<file path="src/hw/rtl/bts_pkg.sv">
package bts_pkg;

    // sequencer phase
    typedef enum logic [1:0] {
        PH_LOAD  = 2'd0,
        PH_COUNT = 2'd1,
        PH_DONE  = 2'd2
    } phase_t;

    // frequency choice held in a rom entry
    typedef enum logic [1:0] {
        SEL_END  = 2'd0,
        SEL_LOW  = 2'd1,
        SEL_MID  = 2'd2,
        SEL_HIGH = 2'd3
    } freq_sel_t;

    // tone selector codes on a start transfer
    typedef enum logic [1:0] {
        TONE_SINGLE    = 2'd0,
        TONE_POWER_ON  = 2'd1,
        TONE_POWER_OFF = 2'd2,
        TONE_SPARE     = 2'd3
    } tone_t;

    // configuration register indexes
    localparam logic [1:0] REG_FREQ_LOW  = 2'd0;
    localparam logic [1:0] REG_FREQ_MID  = 2'd1;
    localparam logic [1:0] REG_FREQ_HIGH = 2'd2;

    localparam int unsigned CODE_LOW_RESET  = 2300;
    localparam int unsigned CODE_MID_RESET  = 2600;
    localparam int unsigned CODE_HIGH_RESET = 2900;

    localparam int unsigned ROM_IDX_W  = 4;
    localparam int unsigned TICK_W     = 8;
    localparam int unsigned OUT_FREQ_W = 16;

    typedef logic [ROM_IDX_W-1:0] rom_idx_t;
    typedef logic [TICK_W-1:0]    tick_t;

    typedef struct packed {
        freq_sel_t sel;
        tick_t     pwr;
        tick_t     osc;
    } rom_entry_t;

    // status levels handed from the core to the output stage
    typedef struct packed {
        logic power_on;
        logic osc_on;
        logic busy;
    } status_t;

    function automatic rom_entry_t rom_read(input rom_idx_t idx);
        rom_entry_t e;
        case (idx)
            4'd1:    e = '{SEL_MID,  8'd100, 8'd40};
            4'd3:    e = '{SEL_LOW,  8'd20,  8'd30};
            4'd4:    e = '{SEL_MID,  8'd20,  8'd30};
            4'd5:    e = '{SEL_HIGH, 8'd220, 8'd40};
            4'd7:    e = '{SEL_HIGH, 8'd20,  8'd30};
            4'd8:    e = '{SEL_MID,  8'd20,  8'd30};
            4'd9:    e = '{SEL_LOW,  8'd220, 8'd40};
            default: e = '{SEL_END,  8'd0,   8'd0};
        endcase
        return e;
    endfunction

    function automatic rom_idx_t seq_start(input tone_t tone);
        rom_idx_t idx;
        case (tone)
            TONE_POWER_ON:  idx = 4'd3;
            TONE_POWER_OFF: idx = 4'd7;
            default:        idx = 4'd1;
        endcase
        return idx;
    endfunction

endpackage

</file>
<file path="src/hw/rtl/bts_cfg.sv">
module bts_cfg
    import bts_pkg::*;
#(
    parameter int FREQ_WIDTH = 16
) (
    input  logic                  clk,
    input  logic                  rst_n,
    input  logic                  wr_en,
    input  logic [1:0]            wr_index,
    input  logic [FREQ_WIDTH-1:0] wr_data,
    output logic [FREQ_WIDTH-1:0] code_low,
    output logic [FREQ_WIDTH-1:0] code_mid,
    output logic [FREQ_WIDTH-1:0] code_high
);

    logic [FREQ_WIDTH-1:0] code_low_reg;
    logic [FREQ_WIDTH-1:0] code_mid_reg;
    logic [FREQ_WIDTH-1:0] code_high_reg;

    always_ff @(posedge clk or negedge rst_n)
    begin
        if (!rst_n)
        begin
            code_low_reg  <= FREQ_WIDTH'(CODE_LOW_RESET);
            code_mid_reg  <= FREQ_WIDTH'(CODE_MID_RESET);
            code_high_reg <= FREQ_WIDTH'(CODE_HIGH_RESET);
        end
        else if (wr_en)
        begin
            case (wr_index)
                REG_FREQ_LOW:  code_low_reg  <= wr_data;
                REG_FREQ_MID:  code_mid_reg  <= wr_data;
                REG_FREQ_HIGH: code_high_reg <= wr_data;
                default:       ;   // unmapped index ignored
            endcase
        end
    end

    assign code_low  = code_low_reg;
    assign code_mid  = code_mid_reg;
    assign code_high = code_high_reg;

endmodule

</file>
<file path="src/hw/rtl/bts_core.sv">
module bts_core
    import bts_pkg::*;
#(
    parameter int FREQ_WIDTH = 16
) (
    input  logic                  clk,
    input  logic                  rst_n,
    input  logic                  step_en,
    input  logic                  mode,
    input  tone_t                 tone_select,
    input  logic [FREQ_WIDTH-1:0] code_low,
    input  logic [FREQ_WIDTH-1:0] code_mid,
    input  logic [FREQ_WIDTH-1:0] code_high,
    output status_t               status_next,
    output logic [FREQ_WIDTH-1:0] freq_next
);

    phase_t                phase_reg,  phase_next;
    rom_idx_t              index_reg,  index_next;
    tick_t                 pwr_left_reg, pwr_left_next;
    tick_t                 osc_left_reg, osc_left_next;
    logic                  power_reg,  power_next;
    logic                  osc_reg,    osc_next;
    logic [FREQ_WIDTH-1:0] freq_reg;
    logic [FREQ_WIDTH-1:0] entry_code;
    rom_entry_t            entry;

    assign entry = rom_read(index_reg);

    always_comb
    begin
        case (entry.sel)
            SEL_LOW: entry_code = code_low;
            SEL_MID: entry_code = code_mid;
            default: entry_code = code_high;
        endcase
    end

    always_comb
    begin
        phase_next    = phase_reg;
        index_next    = index_reg;
        pwr_left_next = pwr_left_reg;
        osc_left_next = osc_left_reg;
        power_next    = power_reg;
        osc_next      = osc_reg;
        freq_next     = freq_reg;
        if (step_en)
        begin
            if (mode)
            begin
                // start: restart at chosen sequence, timers load on next tick
                index_next = seq_start(tone_select);
                phase_next = PH_LOAD;
            end
            else
            begin
                case (phase_reg)
                    PH_LOAD:
                    begin
                        pwr_left_next = entry.pwr;
                        osc_left_next = entry.osc;
                        if (entry.sel == SEL_END || entry.pwr == '0)
                        begin
                            phase_next = PH_DONE;
                        end
                        else
                        begin
                            pwr_left_next = entry.pwr - 1'b1;
                            power_next    = 1'b1;
                            if (entry.osc == '0)
                            begin
                                power_next = 1'b0;
                                phase_next = PH_DONE;
                            end
                            else
                            begin
                                osc_left_next = entry.osc - 1'b1;
                                freq_next     = entry_code;
                                osc_next      = 1'b1;
                                phase_next    = PH_COUNT;
                            end
                        end
                    end
                    PH_COUNT:
                    begin
                        if (pwr_left_reg != '0)
                            pwr_left_next = pwr_left_reg - 1'b1;
                        else
                            power_next = 1'b0;
                        if (osc_left_reg != '0)
                        begin
                            osc_left_next = osc_left_reg - 1'b1;
                        end
                        else
                        begin
                            osc_next   = 1'b0;
                            index_next = index_reg + 1'b1;
                            phase_next = PH_LOAD;
                        end
                    end
                    default: ;   // finished: ticks change nothing
                endcase
            end
        end
    end

    always_ff @(posedge clk or negedge rst_n)
    begin
        if (!rst_n)
        begin
            phase_reg    <= PH_LOAD;
            index_reg    <= '0;
            pwr_left_reg <= '0;
            osc_left_reg <= '0;
            power_reg    <= 1'b0;
            osc_reg      <= 1'b0;
            freq_reg     <= '0;
        end
        else
        begin
            phase_reg    <= phase_next;
            index_reg    <= index_next;
            pwr_left_reg <= pwr_left_next;
            osc_left_reg <= osc_left_next;
            power_reg    <= power_next;
            osc_reg      <= osc_next;
            freq_reg     <= freq_next;
        end
    end

    assign status_next.power_on = power_next;
    assign status_next.osc_on   = osc_next;
    assign status_next.busy     = (phase_next == PH_LOAD) || (phase_next == PH_COUNT);

endmodule

</file>
<file path="src/hw/rtl/buzzer_tone_sequencer_top.sv">
// channel   | dir | handshake                     | payload
// ----------+-----+-------------------------------+------------------------------------
// s_axis    | in  | s_axis_tvalid / s_axis_tready | tuser: mode, tdata: tone_select
// m_axis    | out | m_axis_tvalid / m_axis_tready | tdata: power_on, osc_on, freq_code,
//           |     |                               |        busy_res
// cfg       | in  | cfg_valid / cfg_ready         | cfg_index, cfg_data
//
// one result per input transfer, in the cycle after it is taken; one transfer per cycle
// sustained while results are drained, set by the single registered update of the sequencer state
// reset (rst_n, async) puts the sequencer in the load phase at the end marker, rom entry 0,
// and the codes at their defaults; no clearing pass
// a stalled result holds in the output register and blocks new input; cfg always ready
module buzzer_tone_sequencer_top
    import bts_pkg::*;
#(
    parameter int FREQ_WIDTH = 16
) (
    input  logic                  clk,
    input  logic                  rst_n,
    input  logic                  s_axis_tvalid,
    output logic                  s_axis_tready,
    input  logic [7:0]            s_axis_tdata,   // [1:0] tone_select, [7:2] zero
    input  logic [0:0]            s_axis_tuser,   // [0] mode
    output logic                  m_axis_tvalid,
    input  logic                  m_axis_tready,
    output logic [23:0]           m_axis_tdata,   // [0] power_on, [1] osc_on,
                                                  // [17:2] freq_code, [18] busy_res,
                                                  // [23:19] zero
    input  logic                  cfg_valid,
    output logic                  cfg_ready,
    input  logic [1:0]            cfg_index,
    input  logic [FREQ_WIDTH-1:0] cfg_data
);

    logic                  in_xfer;
    logic [FREQ_WIDTH-1:0] code_low;
    logic [FREQ_WIDTH-1:0] code_mid;
    logic [FREQ_WIDTH-1:0] code_high;
    status_t               status_next;
    logic [FREQ_WIDTH-1:0] freq_next;

    // result register
    logic                  out_valid_reg, out_valid_next;
    status_t               out_status_reg;
    logic [OUT_FREQ_W-1:0] out_freq_reg;

    // accept new input whenever the result slot is empty or being drained
    assign s_axis_tready = !out_valid_reg || m_axis_tready;
    assign in_xfer       = s_axis_tvalid && s_axis_tready;
    assign cfg_ready     = 1'b1;

    bts_cfg #(
        .FREQ_WIDTH (FREQ_WIDTH)
    ) u_cfg (
        .clk       (clk),
        .rst_n     (rst_n),
        .wr_en     (cfg_valid && cfg_ready),
        .wr_index  (cfg_index),
        .wr_data   (cfg_data),
        .code_low  (code_low),
        .code_mid  (code_mid),
        .code_high (code_high)
    );

    bts_core #(
        .FREQ_WIDTH (FREQ_WIDTH)
    ) u_core (
        .clk         (clk),
        .rst_n       (rst_n),
        .step_en     (in_xfer),
        .mode        (s_axis_tuser[0]),
        .tone_select (tone_t'(s_axis_tdata[1:0])),
        .code_low    (code_low),
        .code_mid    (code_mid),
        .code_high   (code_high),
        .status_next (status_next),
        .freq_next   (freq_next)
    );

    assign out_valid_next = in_xfer || (out_valid_reg && !m_axis_tready);

    always_ff @(posedge clk or negedge rst_n)
    begin
        if (!rst_n)
            out_valid_reg <= 1'b0;
        else
            out_valid_reg <= out_valid_next;
    end

    // payload capture, no reset needed
    always_ff @(posedge clk)
    begin
        if (in_xfer)
        begin
            out_status_reg <= status_next;
            out_freq_reg   <= OUT_FREQ_W'(freq_next);
        end
    end

    assign m_axis_tvalid = out_valid_reg;
    assign m_axis_tdata  = {5'b0, out_status_reg.busy, out_freq_reg,
                            out_status_reg.osc_on, out_status_reg.power_on};

    // every input transfer yields a result on the next cycle
    a_result_follows: assert property (@(posedge clk) disable iff (!rst_n)
        (s_axis_tvalid && s_axis_tready) |=> m_axis_tvalid)
        else $error("no result after input transfer");

    // oscillator only runs while a sequence is active
    a_osc_implies_busy: assert property (@(posedge clk) disable iff (!rst_n)
        (m_axis_tvalid && m_axis_tdata[1]) |-> m_axis_tdata[18])
        else $error("oscillator on while sequencer finished");

    // a stalled result blocks new input
    a_stall_blocks_input: assert property (@(posedge clk) disable iff (!rst_n)
        (m_axis_tvalid && !m_axis_tready) |-> !s_axis_tready)
        else $error("input taken while result stalled");

endmodule

</file>
<file path="config.mk">
export PLATFORM = sky130hd
export DESIGN_NAME = buzzer_tone_sequencer_top
export DESIGN_NICKNAME = d
export VERILOG_FILES = /design/src/hw/rtl/bts_pkg.sv /design/src/hw/rtl/bts_cfg.sv /design/src/hw/rtl/bts_core.sv /design/src/hw/rtl/buzzer_tone_sequencer_top.sv
export SDC_FILE = /design/constraint.sdc
export NUM_CORES = 1
export LEC_CHECK = 0
export ABC_AREA = 1
export BUFFER_PORTS_ARGS = -buffer_cell sky130_fd_sc_hd__buf_2
export CAP_MARGIN = 10
export CORE_ASPECT_RATIO = 0.6
export CORE_MARGIN = 2
export CORE_UTILIZATION = 38
export DETAILED_ROUTE_END_ITERATION = 6
export SLEW_MARGIN = 5
export SYNTH_ARGS = -nofsm -noshare
export SYNTH_HDL_FRONTEND = slang
export SYNTH_SLANG_ARGS = --single-unit
export TNS_END_PERCENT = 20
</file>
<file path="constraint.sdc">
create_clock -name clk -period 2.3 [get_ports clk]
set_clock_uncertainty 0.15 [all_clocks]
set_input_delay 0.23 -clock clk [delete_from_list [all_inputs] [get_ports clk]]
set_output_delay 0.23 -clock clk [all_outputs]
set_load 0.005 [all_outputs]
</file>
* Word level (Yosys, flattened, before mapping)
Index checks and enable logic that the tools add are counted.
Storage, ports and cells: bits in writable memories 0, input bits 32, bits in registers 108, memories kept 0, output and inout port bits 27, bits in latches 0, ROM bits 0
Cells by class: bitwise gates (word level) 1, order comparisons 0, eq/ne operators 18, reduce and logical (&&, ||, !) cells 25, add/subtract/negate cells 5, shift operators 0, multiplexer cells 36, multiply operators 0, div/mod/pow operators 0
Operators by type and width (count):
- $pmux W18 S6 | 1
- $mux W16 | 5
- $mux W8 | 5
- $pmux W16 S2 | 1
- $pmux W8 S2 | 2
- $sub A8 B1 Y8 const B | 4
- $logic_not A8 Y1 | 2
- $reduce_bool A8 Y1 | 2
- $eq A4 B3 Y1 const B | 3
- $mux W4 | 3
- $eq A2 B1 Y1 const B | 5
- $mux W1 | 10
- $mux W2 | 5
- $eq A4 B4 Y1 const B | 2
- $logic_not A2 Y1 | 4
- $reduce_and A4 Y1 | 2
- $eq A2 B2 Y1 const B | 3
- $pmux W3 S2 | 1
- $reduce_and A2 Y1 | 3
- $add A4 B1 Y4 const B | 1
- $eq A4 B1 Y1 const B | 1
- $eq A4 B2 Y1 const B | 1
- $logic_or A1 B1 Y1 | 4
- $ne A2 B1 Y1 const B | 2
- other kinds (9) | 13

* Longest topological paths before layout
Gate-level depths: netlist of the first run.
word-level depth 11, depth in mapped cells 15, gate-level depth less buffers 14

* Modules after synthesis
From an unflattened synthesis of the first run, not the netlist that was laid out.
Unflattened totals: cells, all modules 585, area, all modules 5435.2 um^2
By module, submodules not included:
- bts_core | sequential area each 1001.0 um^2, area an instance 2701.3 um^2, instances 1, cells an instance 338
- bts_cfg | sequential area each 1222.4 um^2, area an instance 2065.7 um^2, instances 1, cells an instance 214
- buzzer_tone_sequencer_top | sequential area each 595.6 um^2, area an instance 668.1 um^2, instances 1, cells an instance 33

* Worst setup path after synthesis of the first run
OpenSTA, ideal clock, no wires.
kind reg2reg, from reg u_core.index_reg[0], to reg out_freq_reg[10] (data pin), data required time 1.890 ns, arrival 2.073 ns, library setup time 0.260 ns, cell stages (with the launch flop) 11, path slack -0.183 ns, path through dfrtp_1 -> ha_1 -> nand2_1 -> inv_1 -> nor2_1 -> inv_1 -> ha_1 -> buf_2 -> buf_2 -> mux2i_1 -> o21ai_2
On the way: cells in the longest elaborated chain, start to end 10, elaborated cells on any way between the ends 21, classes of those cells 9 x eq/ne; 7 x mux; 5 x reduce/logical
Ends and longest elaborated chain:
- start: declaration | RTL line bts_core.sv:19 | rom_idx_t index_reg, index_next;
- start signal: assignment | RTL line bts_core.sv:123 | index_reg <= index_next;
- $eq A4 B3 Y1 or $eq A4 B4 Y1 (tied branches) | RTL line bts_pkg.sv:57 | case (idx)
- $reduce_or A2 Y1 (no source line)
- $pmux W18 S6 (*) | RTL line bts_pkg.sv:57
- $eq A2 B2 Y1 or $eq A2 B1 Y1 (tied branches) | RTL line bts_core.sv:32 | case (entry.sel)
- $pmux W16 S2 | RTL line bts_core.sv:32
- $mux W16 | RTL line bts_core.sv:71 | if (entry.osc == '0)
- $mux W16 (*) | RTL line bts_core.sv:63 | if (entry.sel == SEL_END || entry.pwr == '0)
- $mux W16 (*) | RTL line bts_core.sv:58 | case (phase_reg)
- $mux W16 (*) | RTL line bts_core.sv:50 | if (mode)
- $mux W16 (*) | RTL line bts_core.sv:48 | if (step_en)
- net freq_next[10] | RTL line buzzer_tone_sequencer_top.sv:40 | logic [FREQ_WIDTH-1:0] freq_next;
- end signal: assignment | RTL line buzzer_tone_sequencer_top.sv:96 | out_freq_reg <= OUT_FREQ_W'(freq_next);
- end: declaration | RTL line buzzer_tone_sequencer_top.sv:45 | logic [OUT_FREQ_W-1:0] out_freq_reg;
The timed path passes the listed nets; every way through them passes the cells marked *. A chain may end at the register's enable or synchronous reset.

* Final worst setup path of the first run
from reg u_core.index_reg[1], to reg out_freq_reg[14] (data pin)
The elaborated chain is that of the path after synthesis.

==> metrics.yaml, run 1 <==
dp_hpwl_mm: 8.092
wl_per_cell_um: 14.16
r2r_slack_ns: -0.1
rsz0062_at_grt: "true"
num_vias: 3887
startpoint_type: "flop"
yosys_warnings: 0
clk_pin_slew_ns: 0.08
drt_iter0_markers: 231
fill_cells: 1229
final_cells: 798
place_inst: 769
cts_sinks: 108
boundaryPins: 59
grt_pass1_wl_mm: 18.91
violations: "negative setup slack"
grt_antenna_before_repair: 0
hold-path-cell-count: 3
wl_mm: 11.30
final_max_slew_viol_count: 0
p_switching_mw: 2.351
port-buffer-count: 46
worstSetupPathType: "flop to flop"
postPlaceCellArea_um2: 5813
ys_types: 36
worst_ep_arrival_time_ns: 2.36
fin_crit_sh_pct: 104.2
dieArea_um2: 14460
setup-violations-final: 14
p_leak_nw: 3.061
area_growth_pct: 23.17
htree_levels: 3
postSynthCellCount: 539
fin_area_um2: 6312
grtUsageTotal_pct: 16.79
max_cap_violations: 0
combPwrFrac_pct: 35.6
nNetsFinal: 666
num_rows: 32
p_sw_share_pct: 34.08
root_buffer: "clkbuf_16"
grt_pass1_vias: 3653
antenna_cells: 0
cp-end-kind: "flop"
period_needed_ns: 2.397
drt-pass1-iter-count: 4
dieHeight_um: 93.96
required_ns: 2.26
syn_area_um2: 5125
seq_area_frac_synth_pct: 55.00
p_per_area_nw_per_um2: 1093
tritoncts: "built"
timing.fmax_mhz: 417.2
gp_congestion: 0.8316
crit_path_top_delay_cell: "dfrtp_1"
route.detailed.drc: 0
start_util_pct: 39.38
worstPathCellList: "inv_2 -> ha_4 -> nand3_2 -> nand2_2 -> inv_2 -> nand2_2 -> a21oi_4 -> ha_2 -> buf_12 -> mux2i_2 -> buf_4 -> o21ai_2"
avgSynthCellArea_um2: 9.508
die_w_um: 153.9
crit_path_max_fanout: 16
peakVddDrop_mv: 0.4267
p_clk_share_pct: 25.3
whs_ns: 0.008299
core-area_um2: 13010
clkLatencyLatePin_ns: 0.35
hp-class: "input pin to flop"
pwr-share-seq_pct: 39.1
hold_violations: 0
reg2regPathDepth: 12
grt_overflow: 0
cts_made_buffers: 9
timing.final.ws_setup_ns: -0.09688
cts_buffer_depth: 2
ant_nets: 0
outcome: "finished, violations left"
drive_gt1_share_pct: 28.50
ys_seq_elements: 108
dpl_worst_slack_ns: -0.1445
viasPerCell: 4.871
power.internal_mw: 4.548
grt_max_degree: 45
max_stage_delay_ns: 0.42
power groups by stage:
stage	sequential, mW	combinational [mW]	clock (mW)
after global placement	2.72	2.23	0
final	2.70	2.46	1.74
after global routing	2.76	2.71	1.87
after detailed placement	2.73	2.29	0
after floorplan	2.69	1.53	0
after CTS	2.70	2.35	1.79
per-layer routing:
| metal | up-vias | share of wire (%) | track usage [%] |
|---|---|---|---|
| met5 | - | 0 | 0 |
| met4 | 0 | 1.1 | 4.673 |
| met3 | 9 | 4.6 | 3.459 |
| met2 | 95 | 40 | 22.94 |
| met1 | 1848 | 54 | 26.48 |
| li1 | 1935 | - | - |
synthesized netlist by cell type (all sizes together):
cell type | instances | area share (%)
nand2 | 115 | 9.0
o21ai | 86 | 9.6
dfrtp | 72 | 35
inv | 65 | 4.8
nor2 | 37 | 2.9
edfxtp | 19 | 11
nand3 | 19 | 2.1
dfstp | 17 | 8.7
a21oi | 16 | 1.6
a22o | 16 | 2.7
mux2i | 16 | 3.1
buf | 15 | 2.5
clkbuf | 13 | 0.95
ha | 11 | 2.7
nand4 | 4 | 0.49
a31oi | 3 | 0.37
xor2 | 3 | 0.51
a22oi | 2 | 0.29
conb | 2 | 0.15
nor3 | 2 | 0.20
nor3b | 2 | 0.29
o211ai | 1 | 0.15
o21bai | 1 | 0.37
or2 | 1 | 0.12
xnor2 | 1 | 0.17
area by class of cell:
type | count | area, µm² | share of cell area, %
clock buffers | 9 | 225.2 | 3.568
clock inverters | 7 | 116.4 | 1.843
inverters | 65 | 244.0 | 3.865
multi-input cells | 342 | 1989 | 31.52
flip-flops and latches | 108 | 2820 | 44.68
well taps | 170 | 212.7 | 3.370
repair buffers | 97 | 704.4 | 11.16
cells by family after synthesis:
kind of cell	synth area share [%]
and+or+nand+nor	15.01
AOI/OAI and AO/OA	15.11
DFF	55.01
buffers and inverters	8.227
muxes	3.125
adders and majority gates	2.686
xor gates and xnor gates	0.6837
other	0.1465
path summary, 6_finish.rpt:
| kind | from | to |
|---|---|---|
| max in group asynchronous | rst_n | u_cfg.code_low[6] |
| min reg2reg | u_core.freq_reg[2] | u_core.freq_reg[2] |
| max reg2reg | u_core.index_reg[1] | out_freq_reg[14] |
| min in group asynchronous | rst_n | u_core.index_reg[1] |
| min | cfg_data[4] | u_cfg.code_high[4] |
| max | u_core.index_reg[1] | out_freq_reg[14] |
stage by stage:
step                      utilization (%)  TNS, ns  power [mW]
after global placement              44.67   -1.109       4.951
after CTS                           47.97  -0.9319       6.839
after detailed placement            44.67   -1.592       5.027
after floorplan                         -        0       4.223
after global routing                48.51   -3.245       7.337
final                               48.51  -0.8155       6.899
what timing repair did:
item | CTS | global route
buffers inserted | 1 | 6
hold buffers | 6 | 0
hold endpoints to repair | 82 | 0
pin swaps | 2 | 4
gates resized for setup | 4 | 10
setup endpoints to repair | 20 | 35
cell usage in the layout (no fill, tap or decap), drive strengths merged, types with 4 or more instances in the layout:
cell type      n
inv           68
a21oi         16
nor2          37
nand4          4
nand3         19
conb           6
ha            11
nand2        115
clkbuf         9
dlygate4sd3    6
mux2i         16
dfstp         17
a22o          16
o21ai         86
buf           91
dfrtp         72
edfxtp        19
worst max-delay path, delay by kind of cell, from the launching register on:
family / cells / cell delay, ns
buffers and inverters: 4 / 0.49
flip-flops: 1 / 0.42
AND/OR/NAND/NOR: 3 / 0.24
adder cells (fa/ha/maj): 2 / 0.51
multiplexers: 1 / 0.23
AO/OA/AOI/OAI: 2 / 0.10
(Power assumes the default switching activity.)
==> inputs of run 2 (changes only) <==
- SKIP_LAST_GASP: not set -> 1
==> run 2 against run 1 <==
- register-to-register slack about the same
- sequential power is essentially flat
- sequential share of layout area unchanged
- maximum frequency hardly changed
- sequential cell count stayed put
- first-iteration DRC count rose by 5.6%
- cell count is the same
- the flow still finishes with violations (negative setup slack)
- critical path depth unchanged
- combinational power is essentially flat
==> metrics.yaml, run 2 (synthesized netlist as in run 1, its figures left out) <==
outcome: "finished, violations left"
violations: "negative setup slack"
wl_mm: 11.33  # +0.27%
fin_crit_sh_pct: 104.2  # about the same
setup-violations-final: 15  # +1
max_cap_violations: 0  # unchanged
r2r_slack_ns: -0.1  # about the same
startpoint: "u_core.index_reg[1]"
mostFrequentLayoutCells: "104 x nand2_1, 71 x dfrtp_1, 68 x o21ai_0"
p_per_area_nw_per_um2: 1094  # about the same
rr_endpoint: "out_freq_reg[14]"
worst_ep_arrival_time_ns: 2.36  # about the same
boundaryPins: 59  # unchanged
num_rows: 32  # unchanged
grt_pass1_vias: 3651  # -0.055%
antenna_cells: 0  # unchanged
dp_hpwl_mm: 8.092  # unchanged
rsz0062_at_grt: "true"
cp-end-kind: "flop"
grt_max_degree: 45  # unchanged
die_w_um: 153.9  # unchanged
num_vias: 3887  # unchanged
grt_pass1_wl_mm: 18.89  # about the same
timing.fmax_mhz: 417.1  # about the same
crit-reg2reg-launch: "u_core.index_reg[1]"
whs_ns: 0.007894  # -0.0004054 ns
required_ns: 2.26  # about the same
area_growth_pct: 23.17  # unchanged
hold_violations: 0  # unchanged
fill_cells: 1229  # unchanged
hp-class: "input pin to flop"
drt_iter0_markers: 244  # +5.6%
power_mw: 6.903  # about the same
grt_antenna_before_repair: 0  # unchanged
drive_gt1_share_pct: 28.50  # unchanged
max_stage_delay_ns: 0.42  # about the same
route.detailed.drc: 0  # unchanged
final_max_slew_viol_count: 0  # unchanged
p_leak_nw: 3.061  # about the same
viasPerCell: 4.871  # unchanged
root_buffer: "clkbuf_16"
tritoncts: "built"
peakVddDrop_mv: 0.4270  # about the same
startpoint_type: "flop"
cts_made_buffers: 9  # unchanged
path_depth: 12  # unchanged
htree_levels: 3  # unchanged
cp-endpoint: "out_freq_reg[14]"
crit_path_max_fanout: 16  # unchanged
nNetsFinal: 666  # unchanged
gp_congestion: 0.8316  # unchanged
grtUsageTotal_pct: 16.78  # about the same
clk_pin_slew_ns: 0.08  # about the same
core-area_um2: 13010  # unchanged
dieHeight_um: 93.96  # unchanged
final_common_cell: "nand2_1"
reg2regPathDepth: 12  # unchanged
path_buf_inv: 4  # unchanged
start_util_pct: 39.38  # unchanged
port-buffer-count: 46  # unchanged
crit_path_top_delay_cell: "dfrtp_1"
ant_nets: 0  # unchanged
cts_buffer_depth: 2  # unchanged
drt-pass1-iter-count: 4  # unchanged
grt_overflow: 0  # unchanged
worstSetupPathType: "flop to flop"
period_needed_ns: 2.397  # +0.0005083 ns
wl_per_cell_um: 14.20  # +0.27%
worstPathCellList: "inv_2 -> ha_4 -> nand3_2 -> nand2_2 -> inv_2 -> nand2_2 -> a21oi_4 -> ha_2 -> buf_12 -> mux2i_2 -> buf_4 -> o21ai_2"
cts_sinks: 108  # unchanged
timing.final.ws_setup_ns: -0.09739  # -0.0005083 ns
cp_top_family: "adder cells"
dieArea_um2: 14460  # unchanged
clkLatencyLatePin_ns: 0.35  # about the same
[run 2: cell counts in the layout (fill, tap and decap cells not counted)]
No cell type changed its count.
[run 2: cell type report]
cell class | instances | area [µm²] | area share (%)
Clock buffer | 9 | 225.2 | 3.568
Clock inverter | 7 | 116.4 | 1.843
Multi-Input combinational cell | 342 | 1989 | 31.52
Sequential cell | 108 | 2820 | 44.68
Tap cell | 170 | 212.7 | 3.370
Timing Repair Buffer | 97 | 704.4 | 11.16
Inverter | 65 | 244.0 | 3.865
[run 2: repair_timing]
action,in CTS,in global routing
gates cloned,0,0
pin swaps,1,4
setup buffers,1,6
hold buffers,6,0
resized for setup,4,10
endpoints found under the hold margin,82,0
endpoints found under the setup margin,20,35
[run 2: worst min-delay path by stage]
stage / startpoint / endpoint / depth (start not counted)
after global routing: cfg_data[4] / u_cfg.code_high[4] / 3
after floorplan: rst_n / m_axis_tvalid / 0
final: cfg_data[4] / u_cfg.code_high[4] / 3
after global placement: rst_n / u_core.index_reg[1] / 1
after CTS: cfg_data[4] / u_cfg.code_high[4] / 3
after detailed placement: rst_n / u_core.index_reg[1] / 1
[run 2: metal layers]
layer / GRT usage [%] / vias to the layer above / wire length, µm
met5: 0 / - / 0
met4: 4.673 / 0 / 122
met3: 3.459 / 9 / 474
met2: 22.90 / 85 / 4584
met1: 26.48 / 1857 / 6148
li1: - / 1936 / -
[run 2: per-stage QoR]
| step | cells | setup slack, ns | instance area, µm² | util [%] | TNS, ns |
|---|---|---|---|---|---|
| finish | 798 | -0.09739 | 6312 | 48.51 | -0.8542 |
| global route | 798 | -0.1966 | 6312 | 48.51 | -3.286 |
| CTS | 792 | -0.1039 | 6242 | 47.97 | -0.9540 |
| detailed placement | 769 | -0.1445 | 5813 | 44.67 | -1.592 |
| global placement | 769 | -0.1340 | 5813 | 44.67 | -1.109 |
| floorplan | 543 | 0.004465 | 5225 | - | 0 |
[run 2: worst reg2reg max path, cell delays in order (launching register included)]
cell and delay, ns:
dfrtp_1 0.42, inv_2 0.12, ha_4 0.16, nand3_2 0.08, nand2_2 0.09, inv_2 0.03, nand2_2 0.07, a21oi_4 0.04
ha_2 0.35, buf_12 0.18, mux2i_2 0.23, buf_4 0.16, o21ai_2 0.06
[run 2: power by group]
part / switching (mW) / leakage, nW / total (mW) / internal, mW
Sequential: 0.238 / 1.27 / 2.70 / 2.46
Combinational: 1.36 / 1.63 / 2.46 / 1.10
Clock: 0.759 / 0.167 / 1.74 / 0.986
==> inputs of run 3 (changes only) <==
- SYNTH_HIERARCHICAL: not set -> 1
==> run 3 against run 2 <==
- the flow still finishes with violations (negative setup slack)
- utilization decreased by 1.4 points
- hold slack better by 0.0046 ns
- die area rose by 5.8%
- critical path depth fell by 1
- power increased by 11%
- area after synthesis grew 6.1%
- sequential power rose by 3%
- maximum frequency is 2.9% higher
- sequential share of layout area down 1.3 points
- critical path type unchanged
- highest routed layer unchanged
==> metrics.yaml, run 3 <==
period_needed_ns: 2.331  # -0.06649 ns
viasPerCell: 5.040  # +3.5%
required_ns: 2.26  # about the same
power.internal_mw: 4.831  # +6.2%
clkLatencyLatePin_ns: 0.35  # about the same
avgSynthCellArea_um2: 9.291  # -2.3%
final_common_cell: "nand2_1"
clk_pin_slew_ns: 0.08  # about the same
worstSetupPathType: "flop to flop"
cts_made_buffers: 9  # unchanged
cp-end-kind: "flop"
power_mw: 7.680  # +11%
p_leak_nw: 3.152  # +3.0%
synth_most_common_cell: "nand2_1"
gp_congestion: 0.8040  # -3.3%
die_w_um: 158.4  # +2.9%
yosysTopAreaCell: "dfrtp_1"
grt_pass1_vias: 4094  # +12%
syn_area_um2: 5435  # +6.1%
dp_hpwl_mm: 9.311  # +15%
seq_area_frac_synth_pct: 51.86  # -3.1 points
worst_pin_slew_ns: 0.6012
drt_iter0_markers: 312  # +28%
ys_top_cells_by_count: "174 x nand2_1, 72 x dfrtp_1, 38 x nor2_1"
ys_seq_elements: 108  # unchanged
dpl_worst_slack_ns: -0.2169  # -0.07238 ns
synth_edf_count: 19  # unchanged
grt_antenna_before_repair: 0  # unchanged
p_switching_mw: 2.848  # +21%
num_vias: 4329  # +11%
peakVddDrop_mv: 0.4689  # +9.8%
violations: "negative setup slack"
ant_nets: 0  # unchanged
fin_crit_sh_pct: 101.3  # -2.9 points
boundaryPins: 59  # unchanged
core-area_um2: 13790  # +6.0%
rsz0062_at_grt: "true"
postPlaceCellArea_um2: 6033  # +3.8%
async_flop_share_pct: 82.41  # unchanged
postSynthCellCount: 585  # +8.5%
slew_headroom_pct: 59.92
hp-class: "input pin to flop"
grt_max_degree: 39  # -13%
combPwrFrac_pct: 44.5  # +8.9 points
num_rows: 33  # +3.1%
worstPathCellList: "buf_4 -> inv_2 -> ha_2 -> nand2_2 -> nand2_2 -> inv_2 -> ha_4 -> buf_12 -> mux2i_2 -> buf_4 -> o21ai_2"
root_buffer: "clkbuf_16"
fill_cells: 1345  # +9.4%
start_util_pct: 39.41  # about the same
port-buffer-count: 46  # unchanged
route.detailed.drc: 0  # unchanged
final_cells: 859  # +7.6%
synth_top_area_share_pct: 33.15  # -2.0 points
antenna_cells: 0  # unchanged
max_stage_delay_ns: 0.43  # about the same
p_clk_share_pct: 19.2  # -6.1 points
cts_sinks: 108  # unchanged
worst_ep_arrival_time_ns: 2.29  # -0.07 ns
place_inst: 831  # +8.1%
final_core_util_pct: 47.15  # -1.4 points
dieArea_um2: 15310  # +5.8%
setup-violations-final: 2  # -13
final_max_slew_viol_count: 0  # unchanged
pwr-share-seq_pct: 36.2  # -2.9 points
max_cap_violations: 0  # unchanged
wl_mm: 13.68  # +21%
grt_pass1_wl_mm: 22.14  # +17%
synthTopCellsByArea: "dfrtp_1 33%, nand2_1 12%, edfxtp_1 10%"
cp_top_family: "buffers and inverters"
mostFrequentLayoutCells: "173 x nand2_1, 72 x dfrtp_1, 45 x buf_2"
timing.fmax_mhz: 429.0  # +2.9%
path_buf_inv: 5  # +1
synth_ff_type: "dfrtp_1"
yosys_warnings: 6  # +6
p_per_area_nw_per_um2: 1181  # +8.0%
dieHeight_um: 96.64  # +2.9%
outcome: "finished, violations left"
crit_path_max_fanout: 5  # -11
grtUsageTotal_pct: 18.61  # +1.8 points
ys_types: 34  # -5.6%
timing.final.ws_setup_ns: -0.03090  # +0.06649 ns
grt_overflow: 0  # unchanged
drt-pass1-iter-count: 5  # +1
drive_gt1_share_pct: 27.29  # -1.2 points
htree_levels: 3  # unchanged
cts_buffer_depth: 2  # unchanged
hold_violations: 0  # unchanged
nNetsFinal: 705  # +5.9%
area_growth_pct: 19.64
tritoncts: "built"
startpoint_type: "flop"
p_sw_share_pct: 37.09  # +3.0 points
wl_per_cell_um: 15.93  # +12%
crit_path_top_delay_cell: "dfrtp_1"
fin_area_um2: 6502  # +3.0%
==> run 3: cell count changes after synthesis, moves of 5 or more <==
cell | previous run | this run
nand2_1 | 105 | 174
o21ai_0 | 68 | 15
inv_1 | 62 | 32
nand4_1 | 4 | 34
nand3_1 | 17 | 33
clkbuf_1 | 13 | 2
buf_2 | 5 | 12
buf_4 | 7 | 13
buf_6 | 1 | 7
a21oi_1 | 15 | 20
==> run 3: path summary, 6_finish.rpt <==
check,startpoint,endpoint,slack [ns],cells past startpoint
min,cfg_data[4],u_cfg/code_high[4],0.01,3
max in group asynchronous,rst_n,u_cfg/code_high[2],1.07,3
max reg2reg,u_core/index_reg[0],out_freq_reg[5],-0.03,11
min reg2reg,u_cfg/code_low[11],u_cfg/code_low[11],0.31,2
max,u_core/index_reg[0],out_freq_reg[5],-0.03,11
min in group asynchronous,rst_n,u_cfg/code_low[10],0.24,2
==> run 3: power by group through the flow <==
stage	Combinational, mW	Clock (mW)	Sequential, mW
3_3_place_gp	2.95	0	2.79
5_1_grt	3.77	1.59	2.84
4_1_cts	3.35	1.50	2.78
3_5_place_dp	3.02	0	2.80
2_1_floorplan	2.05	0	2.75
6_report	3.42	1.48	2.78
==> run 3: cell type report <==
type / count / area (µm²) / area share [%]
Clock buffer: 9 / 225.2 / 3.464
Clock inverter: 7 / 48.80 / 0.7504
Inverter: 40 / 155.1 / 2.386
Multi-Input combinational cell: 406 / 2302 / 35.41
Sequential cell: 108 / 2819 / 43.35
Tap cell: 192 / 240.2 / 3.694
Timing Repair Buffer: 97 / 711.9 / 10.95
==> run 3: what timing repair did <==
| action | 4_1_cts | 5_1_grt |
|---|---|---|
| hold buffers | 9 | 0 |
| pin swaps | 6 | 4 |
| buffers inserted | 1 | 1 |
| endpoints found under the setup margin | 32 | 30 |
| endpoints found under the hold margin | 45 | 0 |
| resized for setup | 15 | 3 |
| gates cloned | 1 | 0 |
==> run 3: tightest hold or removal path: cells and delay by family <==
kind,cells,cell delay (ns)
and+or+nand+nor,2,0.14
buffers and inverters,1,0.14
==> run 3: through the flow <==
step / hold slack [ns] / setup TNS (ns)
floorplan: -0.2156 / -0.009463
global placement: 0.09030 / -3.499
detailed placement: 0.09954 / -4.073
CTS: 0.0007715 / -0.07765
global route: 0.008627 / -2.518
finish: 0.01254 / -0.05153
==> run 3: cell families (layout without fill, tap and decap cells) <==
logic type      Yosys count  in the layout  share of synthesized area, %
compound gates           72             72                         9.277
fa+ha+maj                11             11                         2.532
flops                   108            108                         51.86
buf+inv                  75            153                         7.712
other cells               2              6                        0.1382
xor+xnor                  4              4                        0.6445
simple gates            297            297                         24.88
mux                      16             16                         2.947
==> run 3: routing by layer <==
layer  up-vias  wire, µm  track usage, %
met3         5      1012           4.749
met1      2087      7296           31.06
li1       2091         -               -
met4         0        61           3.465
met2       146      5313           23.71
met5         -         0               0
